`src/rtl/csr_sparse_matvec_accumulator_top_assert.svh`:
```
// assertion macros for the sparse matrix-vector accumulator
`ifndef CSR_SPARSE_MATVEC_ACCUMULATOR_TOP_ASSERT_SVH
`define CSR_SPARSE_MATVEC_ACCUMULATOR_TOP_ASSERT_SVH

`ifndef NO_ASSERTIONS
// same-cycle implication, sampled on clk, off during reset
`define CSMV_ASSERT_NOW(label, ante, cons) \
  label: assert property (@(posedge clk) disable iff (!rst_n) (ante) |-> (cons)) \
    else $error("csmv assertion failed");
// next-cycle implication, sampled on clk, off during reset
`define CSMV_ASSERT_NEXT(label, ante, cons) \
  label: assert property (@(posedge clk) disable iff (!rst_n) (ante) |=> (cons)) \
    else $error("csmv assertion failed");
`else
`define CSMV_ASSERT_NOW(label, ante, cons)
`define CSMV_ASSERT_NEXT(label, ante, cons)
`endif

`endif

```
`src/rtl/csmv_pkg.sv`:
```
// shared types, constants and helpers of the sparse matrix-vector accumulator
package csmv_pkg;

  localparam int VECTOR_DEPTH = 4096;
  localparam int VEC_AW       = $clog2(VECTOR_DEPTH);
  localparam int FIFO_DEPTH   = 4;
  localparam int FIFO_AW      = $clog2(FIFO_DEPTH);
  localparam int FIFO_CW      = $clog2(FIFO_DEPTH + 1);
  localparam int ROW_W        = 20;
  localparam int ROWCNT_W     = 21;
  localparam logic [ROWCNT_W-1:0] ROW_LIMIT = 21'd1048576;

  typedef enum logic [1:0] {
    FUNC_LOAD  = 2'd0,
    FUNC_NZ    = 2'd1,
    FUNC_CLOSE = 2'd2
  } func_t;

  typedef struct packed {
    logic [1:0]         func;
    logic [11:0]        index;
    logic signed [31:0] value;
    logic               last_in_row;
  } csmv_in_t;

  typedef struct packed {
    logic signed [63:0] row_sum;
    logic [ROW_W-1:0]   row_number;
    logic               last_row;
  } csmv_out_t;

  // item handed from the accept stage to the mac pipeline
  typedef struct packed {
    logic               valid;
    logic [1:0]         func;
    logic signed [31:0] value;
    logic               last_in_row;
    logic               in_range;
  } csmv_issue_t;

  // pipeline occupancy, used for the result queue credit
  typedef struct packed {
    logic s1_valid;
    logic s2_valid;
  } csmv_mac_stat_t;

  typedef struct packed {
    logic      valid;
    csmv_out_t data;
  } csmv_push_t;

  // index of the final row for a programmed row count
  function automatic logic [ROW_W-1:0] last_row_idx(logic [ROWCNT_W-1:0] rc);
    logic [ROWCNT_W-1:0] m1;
    m1 = rc - 21'd1;
    if (rc == '0) begin
      return '0;
    end else if (rc > ROW_LIMIT) begin
      return {ROW_W{1'b1}};
    end else begin
      return m1[ROW_W-1:0];
    end
  endfunction

endpackage

```
`src/rtl/csmv_ofifo.sv`:
```
// small result queue between the accumulator and the result channel
module csmv_ofifo (
  input  logic                          clk,
  input  logic                          rst_n,
  input  csmv_pkg::csmv_push_t          push,
  input  logic                          pop,
  output logic                          not_empty,
  output csmv_pkg::csmv_out_t           head,
  output logic [csmv_pkg::FIFO_CW-1:0]  count
);
  import csmv_pkg::*;

  csmv_out_t          entry_r [FIFO_DEPTH];
  logic [FIFO_AW-1:0] wr_ptr_r, rd_ptr_r;
  logic [FIFO_CW-1:0] cnt_r, cnt_nxt;

  always_comb begin
    cnt_nxt = cnt_r;
    if (push.valid && !pop) begin
      cnt_nxt = cnt_r + 1'b1;
    end else if (!push.valid && pop) begin
      cnt_nxt = cnt_r - 1'b1;
    end
  end

  always_ff @(posedge clk) begin
    if (!rst_n) begin
      wr_ptr_r <= '0;
      rd_ptr_r <= '0;
      cnt_r    <= '0;
    end else begin
      cnt_r <= cnt_nxt;
      if (push.valid) begin
        wr_ptr_r <= (wr_ptr_r == FIFO_AW'(FIFO_DEPTH - 1)) ? '0 : wr_ptr_r + 1'b1;
      end
      if (pop) begin
        rd_ptr_r <= (rd_ptr_r == FIFO_AW'(FIFO_DEPTH - 1)) ? '0 : rd_ptr_r + 1'b1;
      end
    end
  end

  always_ff @(posedge clk) begin
    if (push.valid) begin
      entry_r[wr_ptr_r] <= push.data;
    end
  end

  assign not_empty = (cnt_r != '0);
  assign head      = entry_r[rd_ptr_r];
  assign count     = cnt_r;

endmodule

```
`config.mk`:
```
export PLATFORM = sky130hd
export DESIGN_NAME = csmv_ofifo
export DESIGN_NICKNAME = d
export VERILOG_FILES = /design/src/rtl/csr_sparse_matvec_accumulator_top_assert.svh /design/src/rtl/csmv_pkg.sv /design/src/rtl/csmv_ofifo.sv
export SDC_FILE = /design/constraint.sdc
export NUM_CORES = 1
export LEC_CHECK = 0
export ABC_CLOCK_PERIOD_IN_PS = 4000
export BUFFER_PORTS_ARGS = -buffer_cell sky130_fd_sc_hd__buf_2
export CAP_MARGIN = 20
export CORE_MARGIN = 1.5
export CORE_UTILIZATION = 40
export DETAILED_ROUTE_END_ITERATION = 6
export MAX_ROUTING_LAYER = met4
export PLACE_DENSITY_LB_ADDON = 0.12
export SYNTH_ARGS = -nofsm -noshare
export SYNTH_HDL_FRONTEND = slang
export SYNTH_SLANG_ARGS = --single-unit
```
`constraint.sdc`:
```
create_clock -name clk -period 4 [get_ports clk]
set_input_delay 1.2 -clock clk [delete_from_list [all_inputs] [get_ports clk]]
set_output_delay 1.2 -clock clk [all_outputs]
set_load 0.01 [all_outputs]
```
==> results.toml <==
[power_and_ir_drop]
ir_worst_vdd_uv = 297
p_per_area_nw_per_um2 = 547
total_leakage_power_nw = 5.23
p_seq_frac = 0.500
combPwrFrac = 0.082
switching_share = 0.208
p_int_mw = 6.70
pwr-share-clk = 0.418
switchingPower_mw = 1.76

[logic_synthesis]
synth_warnings = 0
synthTopCellsByArea = "edfxtp_1 (80%), mux4_2 (15%), dfxtp_1 (1.4%)"
yosys_register_bits = 349
synth.distinct_cells = 22
synth.top_cell.area_share = 0.799
synth_edf_count = 340
synth_top_area_cell = "edfxtp_1"
syn-cell-area_um2 = 12800
synth_async_sr_flop_share = 0
syn_avg_cell_area_um2 = 26.2
ys_seq_area_frac = 0.814
synthFlopType = "edfxtp_1"
syn-instance-count = 487
synth_fp_nets = 583

[grt]
antenna_found_initial = 3
grt_pass1_wl_mm = 37.2
grt_remaining_overflow = 0
use_met3 = 0.0419
grt_pass1_vias = 6349
grt_max_degree = 46
busiest_layer = "met2"
grt_util_met2 = 0.253
track_usage = 0.156
met1_usage = 0.197

[worst_setup_path]
worstPathArrival_ns = 2.05
critPathRequiredTime_ns = 2.80
crit_slowest_cell = "dfxtp_4"
max_stage_delay_ns = 0.55
path_cells = "buf_4 > mux4_2 > buf_2"
setup.worst_path.class = "flip-flop to output port"
crit_path_start_kind = "flip-flop"
path_max_fanout = 22
cp-end-kind = "output port"

[cts]
cts_tree = "done"
post-cts-setup-buffers = 0
clk_latency_ns = 0.51
numCtsBuffers = 39
h-tree-depth = 2
ctsHoldBuffers = 0
clock-root-buffer = "clkbuf_16"
cts_sinks = 349
postCtsResizedCells = 0
clk_pin_slew_worst_paths_ns = 0.06
cts_buffer_depth = 3

[timing]
finalClockSkew_ns = 0.0118
final.min_clock_period_ns = 3.25
max_slew.worst_pin.slew_ns = 0.687
setup_viol = 0
drv_slew = 0
fmax_ghz = 0.308
slew_headroom = 0.542
post-route-period-util = 0.812
hold_violations = 0
hold_ws_ns = 0.514
grt_setup_unrepaired = "false"
finalSetupTns_ns = 0

[floorplan]
num_rows = 65
core_area_um2 = 31500
num_io_pins = 178
start_util = 0.406
dieHeight_um = 182
fp.dieW_um = 182
die-area_um2 = 33000

[final_layout]
nets = 795
final_layout_size_suffix_gt1_frac = 0.468
fill_cells = 2582
fin_cells = 1134
final_common_cell = "edfxtp_1"
final_cell_mix = "edfxtp_1 (340), buf_2 (177), mux4_2 (85)"
utilization = 0.491
synthToLayoutAreaGrowth_pct = 21.1

[route]
dr.pass1.iters = 4
vias = 5718
postRouteAntennaNets = 0
wl_per_cell_um = 21.4
totalWireLength_mm = 24.3
drtIter0Drc = 273
post-route-drc-count = 0
vias_per_cell = 5.04

[flow_run]
cap_viol_max_count = 0

[place]
io_buffers = 177
gp_congestion = 0.703
dp.cells = 1060
hpwl_mm = 14.4

[worst_hold_path]
hp-class = "flip-flop to flip-flop"

[status]
status = "complete, no violations"
## cell usage after synthesis (2+ instances only)
cell type    n
edfxtp_1   340
mux4_2      85
dfxtp_1      9
buf_12       6
buf_2        6
ha_1         6
and2_1       5
nor2b_1      5
inv_1        4
mux2i_1      4
buf_1        3
buf_4        3
or3_1        2
## stage by stage
| stage | cell area [um^2] | setup slack [ns] | power (mW) |
|---|---|---|---|
| final | 15500 | 0.752 | 8.46 |
| after global routing | 15500 | 0.640 | 8.78 |
| after CTS | 15500 | 0.685 | 8.58 |
| after detailed placement | 14200 | 1.24 | 5.03 |
| after global placement | 14200 | 1.25 | 5.00 |
| after floorplan | 12800 | 0.373 | 4.72 |
## registers in the layout (all words and copies together), names as in the netlist, named ones only
name / flops
count: 3
entry_r: 340
rd_ptr_r: 2
wr_ptr_r: 2
## cell families after synthesis
family / synth area share
AO/OA/AOI/OAI: 0.00157
XOR/XNOR: 0.00137
adder cells (fa/ha/maj): 0.00745
buffers and inverters: 0.0165
flip-flops: 0.814
multiplexers: 0.153
AND/OR/NAND/NOR: 0.00656
## layer usage
metal,part of all wire,routed length [um],up-vias
li1,-,-,2520
met2,0.50,12000,157
met1,0.43,10300,3006
met4,0.018,427,0
met3,0.061,1480,35
met5,0,0,-
## layout make-up
class                   instances  area [um^2]  area share
flip-flops and latches        349        10400       0.672
multi-input cells             115         2180       0.141
repair buffers                190         1070      0.0693
clock buffers                  50         1060      0.0685
well taps                     402          503      0.0325
clock inverters                21          230      0.0149
inverters                       4         15.0    0.000971
diodes                          3         7.51    0.000485
## worst max-delay path, delay by kind of cell, from the launching register on
family	cells	cell delay, ns
buffers and inverters	2	0.58
DFF	1	0.55
muxes	1	0.39
## power by group through the flow
stage	clock network (mW)	registers [mW]	logic, mW
after detailed placement	0	4.31	0.712
final	3.54	4.23	0.691
after global placement	0	4.30	0.701
after CTS	3.63	4.24	0.715
after floorplan	0	4.31	0.409
after global routing	3.78	4.25	0.756
## path summary, 6_finish.rpt
check,from,end,slack (ns),cells after the start
setup / recovery,flip-flop,head[68],0.75,3
hold / removal,count[2]$_SDFFE_PN0P_,count[2]$_SDFFE_PN0P_,0.51,2
setup reg to reg,wr_ptr_r[0]$_SDFFE_PN0P_,entry_r[3][48]$_DFFE_PP_,2.09,3
hold reg to reg,count[2]$_SDFFE_PN0P_,count[2]$_SDFFE_PN0P_,0.51,2
Power figures use the tool's default switching activity.
