<file path="src/rtl/csr_sparse_matvec_accumulator_top_assert.svh">
// assertion macros for the sparse matrix-vector accumulator
`ifndef CSR_SPARSE_MATVEC_ACCUMULATOR_TOP_ASSERT_SVH
`define CSR_SPARSE_MATVEC_ACCUMULATOR_TOP_ASSERT_SVH

`ifndef NO_ASSERTIONS
// same-cycle implication, sampled on clk, off during reset
`define CSMV_ASSERT_NOW(label, ante, cons) \
  label: assert property (@(posedge clk) disable iff (!rst_n) (ante) |-> (cons)) \
    else $error("csmv assertion failed");
// next-cycle implication, sampled on clk, off during reset
`define CSMV_ASSERT_NEXT(label, ante, cons) \
  label: assert property (@(posedge clk) disable iff (!rst_n) (ante) |=> (cons)) \
    else $error("csmv assertion failed");
`else
`define CSMV_ASSERT_NOW(label, ante, cons)
`define CSMV_ASSERT_NEXT(label, ante, cons)
`endif

`endif

</file>
<file path="src/rtl/csmv_pkg.sv">
// shared types, constants and helpers of the sparse matrix-vector accumulator
package csmv_pkg;

  localparam int VECTOR_DEPTH = 4096;
  localparam int VEC_AW       = $clog2(VECTOR_DEPTH);
  localparam int FIFO_DEPTH   = 4;
  localparam int FIFO_AW      = $clog2(FIFO_DEPTH);
  localparam int FIFO_CW      = $clog2(FIFO_DEPTH + 1);
  localparam int ROW_W        = 20;
  localparam int ROWCNT_W     = 21;
  localparam logic [ROWCNT_W-1:0] ROW_LIMIT = 21'd1048576;

  typedef enum logic [1:0] {
    FUNC_LOAD  = 2'd0,
    FUNC_NZ    = 2'd1,
    FUNC_CLOSE = 2'd2
  } func_t;

  typedef struct packed {
    logic [1:0]         func;
    logic [11:0]        index;
    logic signed [31:0] value;
    logic               last_in_row;
  } csmv_in_t;

  typedef struct packed {
    logic signed [63:0] row_sum;
    logic [ROW_W-1:0]   row_number;
    logic               last_row;
  } csmv_out_t;

  // item handed from the accept stage to the mac pipeline
  typedef struct packed {
    logic               valid;
    logic [1:0]         func;
    logic signed [31:0] value;
    logic               last_in_row;
    logic               in_range;
  } csmv_issue_t;

  // pipeline occupancy, used for the result queue credit
  typedef struct packed {
    logic s1_valid;
    logic s2_valid;
  } csmv_mac_stat_t;

  typedef struct packed {
    logic      valid;
    csmv_out_t data;
  } csmv_push_t;

  // index of the final row for a programmed row count
  function automatic logic [ROW_W-1:0] last_row_idx(logic [ROWCNT_W-1:0] rc);
    logic [ROWCNT_W-1:0] m1;
    m1 = rc - 21'd1;
    if (rc == '0) begin
      return '0;
    end else if (rc > ROW_LIMIT) begin
      return {ROW_W{1'b1}};
    end else begin
      return m1[ROW_W-1:0];
    end
  endfunction

endpackage

</file>
<file path="src/rtl/csmv_mac.sv">
// multiply stage and saturating row accumulator with row counter
module csmv_mac (
  input  logic                        clk,
  input  logic                        rst_n,
  input  csmv_pkg::csmv_issue_t       issue,
  input  logic signed [31:0]          vec_rdata,
  input  logic [csmv_pkg::ROW_W-1:0]  last_idx,
  output csmv_pkg::csmv_push_t        push,
  output csmv_pkg::csmv_mac_stat_t    stat
);
  import csmv_pkg::*;

  // stage 1: item with vector entry arriving from the ram
  logic               s1_valid_r;
  logic [1:0]         s1_func_r;
  logic signed [31:0] s1_value_r;
  logic               s1_last_r;
  logic               s1_inr_r;

  // stage 2: registered product
  logic               s2_valid_r;
  logic [1:0]         s2_func_r;
  logic               s2_last_r;
  logic signed [63:0] prod_r;

  logic signed [63:0] sum_r, sum_nxt;
  logic [ROW_W-1:0]   row_r, row_nxt;

  logic signed [31:0] vec_op;
  logic signed [63:0] addend, raw_sum, sat_sum, acc;
  logic               emit;
  logic               final_row;

  assign vec_op = s1_inr_r ? vec_rdata : 32'sd0;

  always_ff @(posedge clk) begin
    if (!rst_n) begin
      s1_valid_r <= 1'b0;
      s2_valid_r <= 1'b0;
    end else begin
      s1_valid_r <= issue.valid;
      s2_valid_r <= s1_valid_r;
    end
  end

  always_ff @(posedge clk) begin
    s1_func_r  <= issue.func;
    s1_value_r <= issue.value;
    s1_last_r  <= issue.last_in_row;
    s1_inr_r   <= issue.in_range;
    s2_func_r  <= s1_func_r;
    s2_last_r  <= s1_last_r;
    prod_r     <= s1_value_r * vec_op;
  end

  // q32.32 product to q48.16, floor
  assign addend  = prod_r >>> 16;
  assign raw_sum = sum_r + addend;

  always_comb begin
    sat_sum = raw_sum;
    if (!sum_r[63] && !addend[63] && raw_sum[63]) begin
      sat_sum = {1'b0, {63{1'b1}}};
    end else if (sum_r[63] && addend[63] && !raw_sum[63]) begin
      sat_sum = {1'b1, 63'd0};
    end
  end

  always_comb begin
    case (s2_func_r)
      FUNC_NZ: begin
        acc  = sat_sum;
        emit = s2_last_r;
      end
      FUNC_CLOSE: begin
        acc  = sum_r;
        emit = 1'b1;
      end
      default: begin
        acc  = sum_r;
        emit = 1'b0;
      end
    endcase
  end

  assign final_row = (row_r == last_idx);

  always_comb begin
    sum_nxt = sum_r;
    row_nxt = row_r;
    if (s2_valid_r) begin
      if (emit) begin
        sum_nxt = '0;
        row_nxt = final_row ? '0 : row_r + 1'b1;
      end else begin
        sum_nxt = acc;
      end
    end
  end

  always_ff @(posedge clk) begin
    if (!rst_n) begin
      sum_r <= '0;
      row_r <= '0;
    end else begin
      sum_r <= sum_nxt;
      row_r <= row_nxt;
    end
  end

  assign push.valid           = s2_valid_r && emit;
  assign push.data.row_sum    = acc;
  assign push.data.row_number = row_r;
  assign push.data.last_row   = final_row;

  assign stat.s1_valid = s1_valid_r;
  assign stat.s2_valid = s2_valid_r;

endmodule

</file>
<file path="config.mk">
export PLATFORM = sky130hd
export DESIGN_NAME = csmv_mac
export DESIGN_NICKNAME = d
export VERILOG_FILES = /design/src/rtl/csr_sparse_matvec_accumulator_top_assert.svh /design/src/rtl/csmv_pkg.sv /design/src/rtl/csmv_mac.sv
export SDC_FILE = /design/constraint.sdc
export NUM_CORES = 2
export LEC_CHECK = 0
export BUFFER_PORTS_ARGS = -buffer_cell sky130_fd_sc_hd__clkbuf_2
export CAP_MARGIN = 10
export CORE_ASPECT_RATIO = 1.2
export CORE_UTILIZATION = 25
export CTS_CLUSTER_SIZE = 14
export DETAILED_ROUTE_END_ITERATION = 8
export SYNTH_ARGS = -nofsm -noshare
export SYNTH_HDL_FRONTEND = slang
export SYNTH_SLANG_ARGS = --single-unit
</file>
<file path="constraint.sdc">
create_clock -name clk -period 9.92 [get_ports clk]
set_input_delay 0.992 -clock clk [delete_from_list [all_inputs] [get_ports clk]]
set_output_delay 0.992 -clock clk [all_outputs]
set_load 0.02 [all_outputs]
</file>
==> flow_summary_export.csv <==
group,metric,value,unit
flow_run,max_cap_violations,0,
placed_design,gp_congestion,0.9068,
detailed_routing,via_per_inst,4.706,
clock_tree,htreeDepth,4,
detailed_routing,ant_nets,0,
sta,fin_worst_skew,0.04856,ns
synthesis,synthFlopType,"dfxtp_1",
placed_design,port_buffers,178,
sta,clock.fmax,109.9,MHz
clock_tree,post_cts_resized,0,
synthesis,async_flop_share,0,%
synthesis,synth.ff_latch_count,173,
setup_path,max_stage_delay,0.70,ns
synthesis,synth-compound-area-share,7.417,%
grt,grt-ovfl-total,0,
synthesis,yosys_warnings,0,
synthesis,ys_seq_area_share,7.621,%
synthesis,synth_xor_area_share,2.795,%
clock_tree,tritoncts,"yes",
setup_path,critPathSlowestCell,"dfxtp_4",
setup_path,cp-start-kind,"flop",
sta,worst_slew_pin_slew,1.187,ns
sta,fin_crit_sh,91.74,%
grt,grt_max_degree,128,
floorplan,num_rows,171,
synthesis,synth-edff-count,0,
min_path,min_path_type,"reg2reg",
sta,slew_violations,0,
synthesis,synthCells,5017,
synthesis,netlist.area_leader.share,47.71,%
cells_and_area,syn_to_final_growth,9.424,%
synthesis,avgSynthCellArea,9.058,um2
grt,antenna_found_initial,22,
sta,grt_setup_unrepaired,"no",
detailed_routing,wl_per_cell,20.00,um
synthesis,synth_fp_nets,6439,
detailed_routing,vias,35060,
run_status,outcome,"finished, final reports clean",
clock_tree,post_cts_buffers,0,
clock_tree,cts_sinks,173,
sta,slew_headroom,20.78,%
floorplan,die_h,469.1,um
floorplan,io_pins,179,
sta,setup_tns,0,ns
setup_path,cp-startpoint,"s1_inr_r$_DFF_P_",
grt,grt_pass1_wl,229500,um
cells_and_area,finalNetCount,6432,
setup_path,crit_type,"reg2reg",
clock_tree,insertion_delay,0.57,ns
cells_and_area,layout_commonest_cell,"fa_1",
placed_design,hpwlAfterDp,122500,um
cells_and_area,drive_above_1_share,7.187,%
sta,hold_violations,0,
sta,min_period,9.100,ns
clock_tree,clkTransAtPathRegs,0.08,ns
detailed_routing,routed_wl,149000,um
synthesis,synth-simple-area-share,16.77,%
detailed_routing,post-route-drc-count,0,
grt,grt_use_total,16.58,%
setup_path,cpMostUsedCell,"fa_1",
sta,setup_viol,0,
detailed_routing,first_pass_iters,5,
synthesis,synth_mux_area_share,0.04405,%
setup_path,r2r_end,"prod_r[63]$_DFF_P_",
synthesis,netlist_area,45440,um2
setup_path,reg2regPathDepth,27,
setup_path,r2r_start,"s1_inr_r$_DFF_P_",
setup_path,crit_end,"prod_r[63]$_DFF_P_",
synthesis,synth_fa_ha_area_share,54.54,%
cells_and_area,fillCellCount,19155,
setup_path,worstPathArrival,9.50,ns
clock_tree,hold_buffers,0,
cells_and_area,layout.cells.most_common_list,"fa_1 (1,083), inv_1 (981), nand2_1 (602)",
cells_and_area,fin_util,27.51,%
detailed_routing,first_iter_violations,2522,
floorplan,die_w,391.2,um
synthesis,synth_top_family_by_area,"adder cells",
clock_tree,root_buffer,"clkbuf_16",
floorplan,core_area,180800,um2
floorplan,start_util,25.14,%
setup_path,path_max_fanout,66,
clock_tree,numCtsBuffers,17,
synthesis,synthTopCellsByArea,"fa_1 (48%), inv_1 (8.1%), dfxtp_1 (7.6%)",
clock_tree,cts_max_path_buffers,2,
setup_path,r2r_slack,0.82,ns
setup_path,crit_required,10.32,ns
synthesis,synth_cell_types,82,
grt,grt_pass1_vias,37808,
floorplan,die-area,183500,um2
setup_path,critPathCaptureType,"flop",
synthesis,yosys.area.top_type,"fa_1",
==> worst max-delay path: cells and delay by family, from the launching register on <==
family          cells  cell delay (ns)
simple gates        3             0.57
xor+xnor            1             0.11
fa+ha+maj           9             4.18
compound gates      9             2.35
flops               1             0.70
buf+inv             5             0.96
==> state kept, by name (all words and copies together) (netlist names) <==
register    cells
s2_valid_r      1
s2_last_r       1
sum_r          64
prod_r         48
s1_valid_r      1
s1_func_r       2
s2_func_r       2
s1_value_r     32
s1_inr_r        1
s1_last_r       1
row_r          20
==> cell families after synthesis <==
kind of cell	Yosys count
muxes	2
AOI/OAI and AO/OA	512
xor gates and xnor gates	145
and+or+nand+nor	1551
adders and majority gates	1331
DFF	173
buffers and inverters	1303
==> cell type report <==
type	count	area, um2	area share [%]
clock inverters	15	211.5	0.4252
repair buffers	295	1819	3.658
clock buffers	17	425.4	0.8555
well taps	2422	3030	6.094
multi-input cells	3541	37080	74.56
inverters	982	3686	7.412
flip-flops and latches	173	3467	6.972
diodes	5	12.51	0.02516
==> synth_stat cells, types with 3 or more instances <==
| cell type | n |
|---|---|
| fa_1 | 1083 |
| inv_1 | 981 |
| nand2_1 | 602 |
| and3_1 | 507 |
| clkbuf_1 | 306 |
| ha_1 | 248 |
| nor2_1 | 201 |
| a21oi_1 | 173 |
| dfxtp_1 | 173 |
| o21ai_0 | 82 |
| xnor2_1 | 79 |
| xor2_1 | 66 |
| nand3_1 | 56 |
| a21o_1 | 54 |
| and2_1 | 40 |
| nor2b_1 | 38 |
| nor3_1 | 28 |
| nand4_1 | 26 |
| a22oi_1 | 23 |
| a22o_1 | 22 |
| o21a_1 | 22 |
| nand2b_1 | 18 |
| o21bai_1 | 17 |
| a211oi_1 | 13 |
| a31oi_1 | 12 |
| o211ai_1 | 12 |
| a21boi_0 | 9 |
| o31ai_1 | 9 |
| or2_2 | 8 |
| a211o_1 | 7 |
| a221oi_1 | 7 |
| buf_1 | 6 |
| and4_1 | 5 |
| nor4_1 | 5 |
| o21ai_1 | 5 |
| a31o_2 | 4 |
| buf_2 | 4 |
| a311oi_1 | 3 |
| buf_4 | 3 |
| nand3b_1 | 3 |
| nor3b_1 | 3 |
==> metal layers <==
layer,global-route usage [%],up-vias,part of all wire [%]
li1,-,15448,-
met1,22.15,18114,44
met2,27.19,1264,46
met3,3.368,212,7.3
met4,4.355,22,2.5
met5,0,-,0.099
==> through the flow <==
step / setup WS [ns] / hold WS, ns / area (um2) / std cells
after floorplan: 1.486 / 0.3096 / 45440 / 5017
after global placement: 0.6321 / 0.3153 / 49080 / 7413
after detailed placement: 0.6076 / 0.3121 / 49080 / 7413
after CTS: 0.8991 / 0.3324 / 49720 / 7445
after global routing: 0.3288 / 0.3379 / 49720 / 7445
final: 0.8195 / 0.3321 / 49730 / 7450
==> worst min path at each step <==
stage | start | end | slack [ns] | cells after the start
5_1_grt | s1_func_r[1]$_DFF_P_ | s2_func_r[1]$_DFF_P_ | 0.34 | 0
2_1_floorplan | s1_func_r[0]$_DFF_P_ | s2_func_r[0]$_DFF_P_ | 0.31 | 0
6_report | s1_func_r[1]$_DFF_P_ | s2_func_r[1]$_DFF_P_ | 0.33 | 0
3_5_place_dp | s1_func_r[1]$_DFF_P_ | s2_func_r[1]$_DFF_P_ | 0.31 | 0
3_3_place_gp | s1_func_r[1]$_DFF_P_ | s2_func_r[1]$_DFF_P_ | 0.32 | 0
4_1_cts | s1_func_r[1]$_DFF_P_ | s2_func_r[1]$_DFF_P_ | 0.33 | 0
Power is left out: the tool's default activity adds up to more than one toggle a clock period on the data nets, which glitch-free logic cannot reach.
